**src/hdl/vlmc_pkg.sv**
```systemverilog
// Shared types and constants for the video line mosaic control unit.
package vlmc_pkg;

   localparam int NUM_LAYERS  = 4;
   localparam int LAYER_SLOTS = 4;

   localparam logic [8:0] LINE_CLEAR           = 9'd0;
   localparam logic [8:0] LINE_MOSAIC_RESET    = 9'd1;
   localparam logic [8:0] RELOAD_LINE_NORMAL   = 9'd225;
   localparam logic [8:0] RELOAD_LINE_OVERSCAN = 9'd240;
   localparam logic [7:0] LAST_LINE_NORMAL     = 8'd224;
   localparam logic [7:0] LAST_LINE_OVERSCAN   = 8'd239;

   localparam int CSR_ADDR_WIDTH = 5;
   localparam int CSR_DATA_WIDTH = 32;

   typedef enum logic [0:0] {
      OP_SCANLINE = 1'b0,
      OP_FRAME    = 1'b1
   } opcode_type;

   typedef enum logic [2:0] {
      CSR_MOSAIC_SPAN        = 3'd0,
      CSR_MOSAIC_LAYER_MASK  = 3'd1,
      CSR_OVERSCAN_MODE      = 3'd2,
      CSR_DISPLAY_OFF        = 3'd3,
      CSR_SPRITE_BASE_WORD   = 3'd4,
      CSR_SPRITE_ROTATION_ON = 3'd5,
      CSR_INTERLACE_REQUEST  = 3'd6
   } csr_index_type;

   typedef struct packed {
      logic [0:0] opcode;
      logic [8:0] line_number;
   } req_payload_type;

   typedef struct packed {
      logic [8:0] layer0_line;
      logic [8:0] layer1_line;
      logic [8:0] layer2_line;
      logic [8:0] layer3_line;
      logic       overflow_clear;
      logic [9:0] sprite_addr;
      logic       sprite_addr_reloaded;
      logic [6:0] first_sprite;
      logic       field_odd;
      logic       interlace_active;
      logic [7:0] last_line;
   } rsp_payload_type;

   typedef struct packed {
      logic [3:0] mosaic_span;
      logic [3:0] mosaic_layer_mask;
      logic       overscan_mode;
      logic       display_off;
      logic [8:0] sprite_base_word;
      logic       sprite_rotation_on;
      logic       interlace_request;
   } cfg_type;

endpackage

```
**src/hdl/vlmc_csr.sv**
```systemverilog
// APB-style configuration register file.
module vlmc_csr import vlmc_pkg::*; (
   input  logic                      clock,
   input  logic                      reset,
   input  logic                      psel,
   input  logic                      penable,
   input  logic                      pwrite,
   input  logic [CSR_ADDR_WIDTH-1:0] paddr,
   input  logic [CSR_DATA_WIDTH-1:0] pwdata,
   output logic [CSR_DATA_WIDTH-1:0] prdata,
   output logic                      pready,
   output cfg_type                   cfg
);

   cfg_type       cfg_ff;
   cfg_type       cfg_in;
   csr_index_type index;
   logic          write_en;

   assign index    = csr_index_type'(paddr[CSR_ADDR_WIDTH-1:2]);
   assign write_en = psel & penable & pwrite;
   assign pready   = 1'b1;
   assign cfg      = cfg_ff;

   always_comb begin
      cfg_in = cfg_ff;
      if (write_en) begin
         unique case (index)
            CSR_MOSAIC_SPAN:        cfg_in.mosaic_span        = pwdata[3:0];
            CSR_MOSAIC_LAYER_MASK:  cfg_in.mosaic_layer_mask  = pwdata[3:0];
            CSR_OVERSCAN_MODE:      cfg_in.overscan_mode      = pwdata[0];
            CSR_DISPLAY_OFF:        cfg_in.display_off        = pwdata[0];
            CSR_SPRITE_BASE_WORD:   cfg_in.sprite_base_word   = pwdata[8:0];
            CSR_SPRITE_ROTATION_ON: cfg_in.sprite_rotation_on = pwdata[0];
            CSR_INTERLACE_REQUEST:  cfg_in.interlace_request  = pwdata[0];
            default: ;
         endcase
      end
   end

   always_comb begin
      prdata = '0;
      unique case (index)
         CSR_MOSAIC_SPAN:        prdata[3:0] = cfg_ff.mosaic_span;
         CSR_MOSAIC_LAYER_MASK:  prdata[3:0] = cfg_ff.mosaic_layer_mask;
         CSR_OVERSCAN_MODE:      prdata[0]   = cfg_ff.overscan_mode;
         CSR_DISPLAY_OFF:        prdata[0]   = cfg_ff.display_off;
         CSR_SPRITE_BASE_WORD:   prdata[8:0] = cfg_ff.sprite_base_word;
         CSR_SPRITE_ROTATION_ON: prdata[0]   = cfg_ff.sprite_rotation_on;
         CSR_INTERLACE_REQUEST:  prdata[0]   = cfg_ff.interlace_request;
         default: ;
      endcase
   end

   always_ff @(posedge clock) begin
      if (reset) begin
         cfg_ff <= '{display_off: 1'b1, default: '0};
      end else begin
         cfg_ff <= cfg_in;
      end
   end

endmodule

```
**src/hdl/vlmc_core.sv**
```systemverilog
// Event pipeline: input register, line/frame state update, result register.
module vlmc_core import vlmc_pkg::*; (
   input  logic            clock,
   input  logic            reset,
   input  cfg_type         cfg,
   input  logic            in_valid,
   output logic            in_ready,
   input  req_payload_type in_data,
   output logic            out_valid,
   input  logic            out_ready,
   output rsp_payload_type out_data
);

   logic            stage_valid_ff;
   logic            stage_valid_in;
   req_payload_type stage_data_ff;
   logic            rsp_valid_ff;
   logic            rsp_valid_in;
   rsp_payload_type rsp_data_ff;
   rsp_payload_type rsp_data_in;

   logic [4:0] mosaic_count_ff;
   logic [4:0] mosaic_count_in;
   logic [8:0] layer_line_ff [LAYER_SLOTS];
   logic [8:0] layer_line_in [LAYER_SLOTS];
   logic [9:0] sprite_address_ff;
   logic [9:0] sprite_address_in;
   logic [6:0] first_sprite_ff;
   logic [6:0] first_sprite_in;
   logic       field_parity_ff;
   logic       field_parity_in;
   logic       interlace_ff;
   logic       interlace_in;
   logic [7:0] last_line_ff;
   logic [7:0] last_line_in;

   logic       advance;
   logic       scan;
   logic       expired;
   logic       reload;
   logic [8:0] y;
   logic [8:0] reload_line;

   assign advance        = stage_valid_ff & (~rsp_valid_ff | out_ready);
   assign in_ready       = ~stage_valid_ff | advance;
   assign stage_valid_in = (in_valid & in_ready) | (stage_valid_ff & ~advance);
   assign rsp_valid_in   = advance | (rsp_valid_ff & ~out_ready);
   assign out_valid      = rsp_valid_ff;
   assign out_data       = rsp_data_ff;

   assign y           = stage_data_ff.line_number;
   assign scan        = (opcode_type'(stage_data_ff.opcode) == OP_SCANLINE);
   assign expired     = (mosaic_count_ff == 5'd0);
   assign reload_line = cfg.overscan_mode ? RELOAD_LINE_OVERSCAN : RELOAD_LINE_NORMAL;
   assign reload      = scan & (y == reload_line) & ~cfg.display_off;

   always_comb begin
      mosaic_count_in   = mosaic_count_ff;
      layer_line_in     = layer_line_ff;
      sprite_address_in = sprite_address_ff;
      first_sprite_in   = first_sprite_ff;
      field_parity_in   = field_parity_ff;
      interlace_in      = interlace_ff;
      last_line_in      = last_line_ff;
      if (advance) begin
         if (scan) begin
            if (y == LINE_MOSAIC_RESET) begin
               for (int n = 0; n < LAYER_SLOTS; n++) begin
                  if (n < NUM_LAYERS) layer_line_in[n] = LINE_MOSAIC_RESET;
               end
               mosaic_count_in = {1'b0, cfg.mosaic_span};
            end else begin
               for (int n = 0; n < LAYER_SLOTS; n++) begin
                  if (n < NUM_LAYERS && (~cfg.mosaic_layer_mask[n] | expired)) begin
                     layer_line_in[n] = y;
                  end
               end
               mosaic_count_in = expired ? {1'b0, cfg.mosaic_span} : mosaic_count_ff - 5'd1;
            end
            if (reload) begin
               sprite_address_in = {cfg.sprite_base_word, 1'b0};
               first_sprite_in   = cfg.sprite_rotation_on ? cfg.sprite_base_word[7:1] : 7'd0;
            end
         end else begin
            field_parity_in = ~field_parity_ff;
            if (field_parity_ff) begin
               interlace_in = cfg.interlace_request;
               last_line_in = cfg.overscan_mode ? LAST_LINE_OVERSCAN : LAST_LINE_NORMAL;
            end
         end
      end
   end

   always_comb begin
      rsp_data_in.layer0_line          = layer_line_in[0];
      rsp_data_in.layer1_line          = layer_line_in[1];
      rsp_data_in.layer2_line          = layer_line_in[2];
      rsp_data_in.layer3_line          = layer_line_in[3];
      rsp_data_in.overflow_clear       = scan & (y == LINE_CLEAR);
      rsp_data_in.sprite_addr          = sprite_address_in;
      rsp_data_in.sprite_addr_reloaded = reload;
      rsp_data_in.first_sprite         = first_sprite_in;
      rsp_data_in.field_odd            = field_parity_in;
      rsp_data_in.interlace_active     = interlace_in;
      rsp_data_in.last_line            = last_line_in;
   end

   always_ff @(posedge clock) begin
      if (reset) begin
         stage_valid_ff    <= 1'b0;
         rsp_valid_ff      <= 1'b0;
         mosaic_count_ff   <= '0;
         layer_line_ff     <= '{default: '0};
         sprite_address_ff <= '0;
         first_sprite_ff   <= '0;
         field_parity_ff   <= 1'b0;
         interlace_ff      <= 1'b0;
         last_line_ff      <= LAST_LINE_NORMAL;
      end else begin
         stage_valid_ff    <= stage_valid_in;
         rsp_valid_ff      <= rsp_valid_in;
         mosaic_count_ff   <= mosaic_count_in;
         layer_line_ff     <= layer_line_in;
         sprite_address_ff <= sprite_address_in;
         first_sprite_ff   <= first_sprite_in;
         field_parity_ff   <= field_parity_in;
         interlace_ff      <= interlace_in;
         last_line_ff      <= last_line_in;
      end
   end

   always_ff @(posedge clock) begin
      if (in_valid & in_ready) begin
         stage_data_ff <= in_data;
      end
      if (advance) begin
         rsp_data_ff <= rsp_data_in;
      end
   end

endmodule

```
**src/hdl/video_line_mosaic_control_unit.sv**
```systemverilog
// Top level of the video line mosaic control unit.
//
// Events (scanline start with line number, or end of frame) enter on the
// req_ valid/ready channel; one result per event leaves on the rsp_ channel
// carrying the four layer source lines, sprite table address, first sprite,
// overflow clear strobe and field/interlace/last-line status.
// The event sits in the input register, then the state update feeds the result
// register, which drives rsp_valid and rsp_data until the result is taken.
// One event is taken every cycle while the receiver does not stall; the rate is
// set by the state update loop, which is combinational between the registers.
// When the receiver stalls, the result register holds and one more event
// is kept in the input register; req_ready then drops until rsp_ready.
// Configuration is written through the APB-style port (pready always high);
// the user must do so only while no events are in flight; the block does not check.
// Reset clears both pipeline stages and all line, sprite and field state;
// display_off resets to one and the last line to 224.
module video_line_mosaic_control_unit import vlmc_pkg::*; (
   input  logic                      clock,
   input  logic                      reset,
   input  logic                      req_valid,
   output logic                      req_ready,
   input  req_payload_type           req_data,
   output logic                      rsp_valid,
   input  logic                      rsp_ready,
   output rsp_payload_type           rsp_data,
   input  logic                      psel,
   input  logic                      penable,
   input  logic                      pwrite,
   input  logic [CSR_ADDR_WIDTH-1:0] paddr,
   input  logic [CSR_DATA_WIDTH-1:0] pwdata,
   output logic [CSR_DATA_WIDTH-1:0] prdata,
   output logic                      pready
);

   cfg_type cfg;

   vlmc_csr u_csr (
      .clock   (clock),
      .reset   (reset),
      .psel    (psel),
      .penable (penable),
      .pwrite  (pwrite),
      .paddr   (paddr),
      .pwdata  (pwdata),
      .prdata  (prdata),
      .pready  (pready),
      .cfg     (cfg)
   );

   vlmc_core u_core (
      .clock     (clock),
      .reset     (reset),
      .cfg       (cfg),
      .in_valid  (req_valid),
      .in_ready  (req_ready),
      .in_data   (req_data),
      .out_valid (rsp_valid),
      .out_ready (rsp_ready),
      .out_data  (rsp_data)
   );

endmodule

```
**config.mk**
```make
export PLATFORM = sky130hd
export DESIGN_NAME = video_line_mosaic_control_unit
export DESIGN_NICKNAME = d
export VERILOG_FILES = /design/src/hdl/vlmc_pkg.sv /design/src/hdl/vlmc_csr.sv /design/src/hdl/vlmc_core.sv /design/src/hdl/video_line_mosaic_control_unit.sv
export SDC_FILE = /design/constraint.sdc
export NUM_CORES = 1
export LEC_CHECK = 0
export ABC_AREA = 1
export BUFFER_PORTS_ARGS = -buffer_cell sky130_fd_sc_hd__buf_2
export CORE_MARGIN = 10
export CORE_UTILIZATION = 54
export CTS_CLUSTER_DIAMETER = 200
export CTS_CLUSTER_SIZE = 28
export DETAILED_ROUTE_END_ITERATION = 8
export MAX_ROUTING_LAYER = met4
export PLACE_DENSITY = 0.87
export SLEW_MARGIN = 20
export SYNTH_ARGS = -nofsm -noshare
export SYNTH_HDL_FRONTEND = slang
export SYNTH_SLANG_ARGS = --single-unit
```
**constraint.sdc**
```tcl
create_clock -name clock -period 4.15 [get_ports clock]
set_input_delay 0.83 -clock clock [delete_from_list [all_inputs] [get_ports clock]]
set_output_delay 0.83 -clock clock [all_outputs]
set_load 0.02 [all_outputs]
```
# Word-level counts from Yosys, hierarchy flattened
# Cells that the tools add are included.
# classes
reduce_logical	11
mux	29
bitwise_logic	28
addsub	1
n_eq_ne	8
# ops
operator	n
2-to-1 mux 36 bit	3
2-to-1 mux 9 bit	4
2-to-1 mux 10 bit	3
2-to-1 mux 7 bit	4
2-to-1 mux 8 bit	3
2-to-1 mux 5 bit	4
AND reduction 2 bit	8
inverter 1 bit	11
bitwise AND 1 bit	9
== test 3 bit (second input constant)	3
== test 9 x 1 -> 1 bit (second input constant)	1
== test 9 bit	1
zero test 9 bit	1
case mux 3 bit (3 select lines)	1
bitwise OR 1 bit	8
case mux 1 bit (7 select lines)	1
== test 3 x 2 -> 1 bit (second input constant)	2
zero test 5 bit	1
2-to-1 mux 1 bit	5
subtractor 5 x 1 -> 5 bit (second input constant)	1
2-to-1 mux 4 bit	1
== test 3 x 1 -> 1 bit (second input constant)	1
zero test 3 bit	1
# totals
in_bits	54
elab_cells	109
output_inout_bits	100
ff_bits	166

# Depth between registers and ports, before layout
# Gate-level depths: netlist of run 1.
# depth
word_depth	7
ltp_mapped	10
ltp_nobuf	10

# Modules after synthesis
# From an unflattened synthesis of run 1, not the netlist that was laid out.
# unflattened
cells_unflattened	723
area_unflattened_um2	6757.7
# modules_own_cells
module	area_per_inst_um2	cells_each	seq_area_each_um2	n_inst
vlmc_core	5292.6	513	3653.5	1
vlmc_csr	1465.2	210	420.4	1

# Worst setup path before layout of run 1
# OpenSTA, ideal clock, no wires.
# synth_path
path_type	input -> register
start	in rsp_ready
end	reg u_core.rsp_data_ff (netlist bit u_core.out_data[12]), data pin
path_slack_ps	675
setup_ps	264
n_path_buf	0
path_stages	7
required_time_ps	3886
t_arrival_ps	3210
path_cell_list	inv_1 nand2_2 nand2_2 inv_1 nand4_1 nand2_1 nand2_1
# synth_between
elab_chain_len	3
# synth_lines
element	line	rtl
from (decl)	video_line_mosaic_control_unit.sv:24	input logic rsp_ready,
bitwise OR 1 bit	vlmc_core.sv:44	assign advance = stage_valid_ff & (~rsp_valid_ff | out_ready);
bitwise AND 1 bit	vlmc_core.sv:44	
named net u_core.advance	vlmc_core.sv:37	logic advance;
2-to-1 mux 7 bit	vlmc_core.sv:65	if (advance) begin
named net u_core.first_sprite_in[2]	vlmc_core.sv:29	logic [6:0] first_sprite_in;
to (signal assigned)	vlmc_core.sv:137	rsp_data_ff <= rsp_data_in;
to (decl)	vlmc_core.sv:19	rsp_payload_type rsp_data_ff;
# The timed path passes the listed nets, and every way through them passes these cells.
# A chain may end at the register's enable or synchronous reset.

# Worst setup path after layout of run 1
# layout_path
start	in paddr[3]
end	out prdata[0]
# layout_between
elab_chain_len	2
elab_cells_between_ends	8
cone_classes	eq/ne: 6; mux: 1; reduce/logical: 1
# layout_lines
element	line	rtl
from (decl)	video_line_mosaic_control_unit.sv:29	input logic [CSR_ADDR_WIDTH-1:0] paddr,
== test 3 bit (tied with other cells)	vlmc_csr.sv:43	unique case (index)
case mux 1 bit (7 select lines) *	vlmc_csr.sv:43	
to (decl)	video_line_mosaic_control_unit.sv:31	output logic [CSR_DATA_WIDTH-1:0] prdata,
# Every way passes the cells marked *; elsewhere a longest branch is shown, timed or not.

==> results of run 1 <==
layer usage:
layer,up-vias,GRT usage [%]
li1,2525,-
met1,2328,19.6
met2,178,27.6
met3,25,5.68
met4,0,6.78
met5,-,-
power by group:
part / internal (mW) / leakage, nW / switching [mW]
Sequential: 1.78 / 1.46 / 0.0212
Clock: 0.914 / 0.294 / 0.620
Combinational: 0.0786 / 1.95 / 0.221
layout by cell type, fill, tap and decap left out, types with 3 or more instances in the layout:
cell / n
a211oi_1: 32
a21oi_1: 58
and2_1: 4
buf_2: 104
clkbuf_16: 19
clkinv_1: 3
clkinv_2: 3
clkinv_4: 3
conb_1: 24
dfxtp_1: 91
edfxtp_1: 75
inv_1: 102
inv_2: 8
nand2_1: 155
nand2_2: 6
nand2_4: 4
nand3_1: 20
nand3_2: 3
nand3b_1: 7
nand4_1: 4
nor2_1: 49
nor2_2: 4
nor3_1: 3
o211ai_2: 4
o21ai_0: 22
o21ai_2: 8
tightest hold or removal path: stages, from the launching register on:
cell and delay [ns]:
dfxtp_1 0.30, inv_1 0.06, nor3_1 0.05
cell type report:
type / count / area (sq um) / area share (%)
flip-flops and latches: 166 / 4070 / 51.1
clock buffers: 22 / 497 / 6.23
repair buffers: 106 / 536 / 6.71
clock inverters: 10 / 92.6 / 1.16
inverters: 112 / 420 / 5.27
well taps: 172 / 215 / 2.70
multi-input cells: 422 / 2140 / 26.8
Yosys cell counts (2+ instances only):
| cell type | count | area [sq um] |
|---|---|---|
| nand2_1 | 155 | 582 |
| inv_1 | 103 | 387 |
| dfxtp_1 | 91 | 1820 |
| edfxtp_1 | 75 | 2250 |
| a21oi_1 | 58 | 290 |
| nor2_1 | 49 | 184 |
| a211oi_1 | 32 | 240 |
| buf_4 | 24 | 180 |
| o21ai_0 | 22 | 110 |
| nand3_1 | 20 | 100 |
| buf_2 | 11 | 55.1 |
| clkbuf_1 | 9 | 33.8 |
| o21ai_2 | 8 | 70.1 |
| inv_2 | 7 | 26.3 |
| nand3b_1 | 7 | 52.6 |
| nand2_2 | 6 | 37.5 |
| and2_1 | 4 | 25.0 |
| buf_6 | 4 | 45.0 |
| nand2_4 | 4 | 45.0 |
| nand4_1 | 4 | 25.0 |
| nor2_2 | 4 | 25.0 |
| o211ai_2 | 4 | 50.1 |
| nand3_2 | 3 | 30.0 |
| nor3_1 | 3 | 15.0 |
| clkinv_1 | 2 | 7.51 |
| conb_1 | 2 | 7.51 |
| nor2_8 | 2 | 40.0 |
| o22ai_1 | 2 | 12.5 |
| o311a_1 | 2 | 20.0 |
final timing paths:
| kind | slack (ns) | start | to | cells after the start |
|---|---|---|---|---|
| setup / recovery | 1.54 | paddr[3] | prdata[0] | 7 |
| setup reg to reg | 1.99 | u_core.mosaic_count_ff[0] | u_core.out_data[50] | 7 |
| hold / removal | 0.45 | u_core.last_line_ff[4] | u_core.last_line_ff[4] | 2 |
| hold reg to reg | 0.45 | u_core.last_line_ff[4] | u_core.last_line_ff[4] | 2 |
state kept, by name, indices dropped and copies added (netlist names):
name	cells
u_core.stage_valid_ff	1
u_core.out_valid	1
u_core.y	9
u_core.out_data	65
u_core.field_parity_ff	1
u_core.last_line_ff	8
u_core.sprite_address_ff	10
u_core.mosaic_count_ff	5
u_core.first_sprite_ff	7
u_core.layer_line_ff	36
u_core.interlace_ff	1
u_csr.cfg	21
u_core.stage_data_ff	1
kinds of logic after synthesis:
group	Yosys count	share of synthesized area, %
and+or+nand+nor	264	17.5
DFF	166	59.3
buffers and inverters	161	10.7
AOI/OAI and AO/OA	132	12.1
other	2	0.109
xor gates and xnor gates	1	0.128
adders and majority gates	1	0.182
per-stage QoR:
stage | cell area, sq um | std cells | hold slack (ns)
floorplan | 6950 | 749 | 0.415
CTS | 7980 | 1010 | 0.452
detailed placement | 7390 | 978 | 0.436
global placement | 7390 | 978 | 0.426
finish | 7980 | 1010 | 0.446
global route | 7980 | 1010 | 0.470
==> reports/results.ini, run 1 <==
[die]
dieWidth_um = 133
pin_count = 154
die-area_sq_um = 17600
rows = 41
initial_core_util_pct = 54.9
die_y_um = 133
core_sq_um = 12500

[finish]
area_growth_syn_to_layout_pct = 16.1
drive_gt1_share_pct = 21.1
num_antenna_cells = 0
post-route-util_pct = 63.7
fillers = 1006
nets = 880

[sta]
clock.fmax_ghz = 0.383
rsz0062_at_grt = no
fin_ws_ns = 1.54
min_period_ns = 2.61
slew_viol_final = 0
finClkSkew_ns = 0.00880
setup_viol = 0
period_share_pct = 62.9
hold_viol = 0
setup_tns_ns = 0
max_slew.worst_pin.slew_ns = 0.793
slew_headroom_pct = 47.1

[synth]
seq_area_frac_synth_pct = 59.3
netlist_area_sq_um = 6870
postSynth.asyncResetShare_pct = 0
synth_edf_count = 75
synthDistinctLibCells = 39
avgSynthCellArea_sq_um = 9.45
yosysWarnings = 0
ys_ff_latch = 166
synthFlopType = dfxtp_1
syn_inst = 727

[cts]
h-tree-depth = 4
cts_tree = yes
cts_buffers = 17
cts_resized = 0
clk_latency_ns = 0.43
clk_pin_slew_ns = 0.06
hold_buffers = 0
clock_sinks = 166
cts_setup_buffers = 0
cts-root-buf = clkbuf_16
clk_path_buf_depth = 2

[global_routing]
track_usage_pct = 17.2
overflow = 0
antenna_found_initial = 0
grt_pass1_vias = 4845
grt_pass1_wl_mm = 23.8
grt_max_degree = 60

[drt]
wl_mm = 14.8
met2_length_mm = 7.37
drtIter0Drc = 434
vias = 5056
wl_per_cell_um = 14.7
drt-pass1-iter-count = 7
route.detailed.drc = 0
wl_met3_mm = 1.06
wl_met1_mm = 6.16
vias_per_cell = 5.01
final_antenna_net_count = 0
top_layer_used = met4

[worst_setup_path]
cp_top_family = simple AND/OR/NAND/NOR gates
worstPathCellList = buf_2, nor2_1, nand2_2, o22ai_1, nor2_1, o2111ai_1, buf_2
start_kind = input port
slowest_stage = buf_2
cp-end-kind = primary output
cp_max_fo = 8
crit_buf_inv = 2
cp_data_required_time_ns = 3.32
crit_path_max_incr_delay_ns = 0.21
crit_arrival_ns = 1.78
critPathKind = in2out

[worst_hold_path]
hold_class = reg2reg

[placed_design]
port_buffers = 104
dp_hpwl_mm = 10.3
pre_cts_ws_ns = 1.40
place_congestion = 0.901

[power]
peakVddDrop_mv = 0.323
power_density_nw_per_um2 = 455
p_total_mw = 3.63
p_leak_nw = 3.70

[status]
outcome = finished, final reports clean

[job]
max_cap_violations = 0

(Power assumes the default switching activity.)
==> run 2: changes to the inputs <==
- ABC_AREA: 1 -> 0
- CORE_UTILIZATION: 54 -> 48
- PLACE_DENSITY: 0.87 -> 0.82
- clock period: 4.15 -> 2.4 ns (I/O delays scaled with it)
==> reports/results.ini, run 2 <==
[finish]
largest_reg_flops = 65  ; unchanged
nets = 705  ; -20%
area_growth_syn_to_layout_pct = 18.5
final_common_cell = buf_2
post-route-util_pct = 58.2  ; -5.6 points
final_cell_area_sq_um = 7700  ; -3.4%
drive_gt1_share_pct = 25.9  ; +4.8 points
fin_cells = 840  ; -17%
layout_common_cells = buf_2, nor2_1, dfxtp_1

[cts]
cts_setup_buffers = 0  ; unchanged
clock_sinks = 166  ; unchanged
cts_buffers = 17  ; unchanged
clk_path_buf_depth = 2  ; unchanged
clk_pin_slew_ns = 0.06  ; about the same
clk_latency_ns = 0.42  ; about the same
cts-root-buf = clkbuf_16
h-tree-depth = 4  ; unchanged
cts_resized = 0  ; unchanged
hold_buffers = 0  ; unchanged
cts_tree = yes

[synth]
synth_area_leader_cell = edfxtp_1
seq_area_frac_synth_pct = 62.7  ; +3.4 points
yosysWarnings = 0  ; unchanged
synthDistinctLibCells = 50  ; +28%
synth_top_area_share_pct = 34.7  ; +1.9 points
synth.area.top_cells = edfxtp_1, dfxtp_1, mux2i_1
ys_ff_latch = 166  ; unchanged
syn_inst = 543  ; -25%
postSynth.asyncResetShare_pct = 0  ; unchanged
synth_edf_count = 75  ; unchanged
synth_common_cells = nor2_1, dfxtp_1, edfxtp_1, mux2i_1, nand2_1
avgSynthCellArea_sq_um = 12.0  ; +27%
netlist_area_sq_um = 6500  ; -5.4%
synthFlopType = dfxtp_1
synth.most_common_cell = nor2_1

[power]
power_density_nw_per_um2 = 795  ; +75%
peakVddDrop_mv = 0.382  ; +18%
p_leak_nw = 3.18  ; -14%
p_total_mw = 6.12  ; +69%

[worst_setup_path]
cp_data_required_time_ns = 2.75  ; -0.57 ns
slowest_stage = or4_4
cp-end-kind = register
crit_path_max_incr_delay_ns = 0.62  ; +0.41 ns
cp_max_fo = 7  ; -1
crit_arrival_ns = 2.47  ; +0.69 ns
start_kind = register
critPathKind = reg2reg
worstPathCellList = or4_4, nor4b_4, nand3_1, a21oi_1

[global_routing]
overflow = 0  ; unchanged
track_usage_pct = 15.7  ; -1.6 points
grt_pass1_wl_mm = 22.1  ; -7.0%
grt_pass1_vias = 4435  ; -8.5%
antenna_found_initial = 1  ; +1
grt_max_degree = 43  ; -28%

[drt]
drt-pass1-iter-count = 5  ; -2
route.detailed.drc = 0  ; unchanged
wl_mm = 13.8  ; -6.9%
wl_per_cell_um = 16.5  ; +12%
final_antenna_net_count = 0  ; unchanged
drtIter0Drc = 236  ; -46%
vias = 4191  ; -17%
vias_per_cell = 4.99  ; -0.33%

[worst_hold_path]
hold_class = in2reg

[die]
initial_core_util_pct = 49.1  ; -5.8 points
dieWidth_um = 136  ; +2.7%
rows = 42  ; +2.4%
die_y_um = 136  ; +2.7%
die-area_sq_um = 18600  ; +5.4%
core_sq_um = 13200  ; +5.8%
pin_count = 154  ; unchanged

[sta]
setup_tns_ns = 0  ; unchanged
clock.fmax_ghz = 0.471
hold_viol = 0  ; unchanged
setup_viol = 0  ; unchanged
finClkSkew_ns = 0.00918  ; +0.000375 ns
period_share_pct = 88.4
min_period_ns = 2.12
rsz0062_at_grt = no
max_slew.worst_pin.slew_ns = 0.628  ; -0.166 ns
hold_ws_ns = 0.229  ; -0.217 ns
slew_headroom_pct = 58.1  ; +11 points
fin_ws_ns = 0.279  ; -1.26 ns
slew_viol_final = 0  ; unchanged

[placed_design]
dp_hpwl_mm = 9.80  ; -4.7%
post-place-cells = 807  ; -17%
pre_cts_ws_ns = 0.293  ; -1.11 ns
port_buffers = 104  ; unchanged
place_congestion = 0.836  ; -7.1%
post_dp_cell_area_sq_um = 7120  ; -3.6%

[status]
outcome = finished, final reports clean

[job]
max_cap_violations = 0  ; unchanged

==> run 2: cell count changes after synthesis, sizes merged, moves of 5 or more <==
cell | previous run | this run
nor2 | 55 | 102
nand3b | 7 | 2
nand2b | 0 | 10
and3 | 1 | 6
nand4b | 0 | 5
a211oi | 33 | 1
nand3 | 24 | 13
nor2b | 0 | 21
o21ai | 30 | 2
mux2i | 0 | 60
inv | 110 | 5
mux2 | 0 | 10
nand2 | 165 | 29
a21oi | 58 | 21
==> run 2: power breakdown <==
part,internal [mW],leakage [nW],total [mW],switching (mW)
sequential,3.05,1.45,3.10,0.0502
combinational,0.126,1.45,0.400,0.274
clock,1.49,0.277,2.63,1.13
total,4.66,3.18,6.12,1.46
==> run 2: kinds of logic after synthesis <==
| logic type | Yosys count | synth area share, % |
|---|---|---|
| DFF | 166 | 62.7 |
| and+or+nand+nor | 209 | 16.4 |
| other | 2 | 0.116 |
| muxes | 71 | 11.4 |
| AOI/OAI and AO/OA | 37 | 3.52 |
| xor gates and xnor gates | 1 | 0.135 |
| adders and majority gates | 1 | 0.192 |
| buffers and inverters | 56 | 5.47 |
==> run 2: area by class of cell <==
type | count | area [sq um]
sequential | 166 | 4070
inverter | 5 | 18.8
tap | 176 | 220
antenna | 1 | 2.50
multi-input combinational | 343 | 2160
fill | 1114 | 5540
clock inverter | 13 | 139
clock buffer | 19 | 443
timing repair buffer | 117 | 643
==> run 2: final timing paths <==
check | start | endpoint | slack [ns] | cells past startpoint
max | u_core.y[1] | u_core.first_sprite_ff[5] | 0.28 | 4
min | req_data[2] | u_core.y[2] | 0.23 | 1
max reg2reg | u_core.y[1] | u_core.first_sprite_ff[5] | 0.28 | 4
min reg2reg | u_core.last_line_ff[7] | u_core.last_line_ff[7] | 0.44 | 1
==> run 2: worst max-delay path: cells and delay by family (launching register included) <==
kind            cells  cell delay [ns]
compound gates      1             0.16
flops               1             0.52
simple gates        3             1.35
==> run 2: layer usage <==
layer | global-route usage [%] | share of wire (%) | vias up
met5 | - | 0 | -
met1 | 16.8 | 40 | 1992
met2 | 26.5 | 53 | 121
met3 | 4.32 | 5.1 | 26
met4 | 7.10 | 1.9 | 0
li1 | - | - | 2052
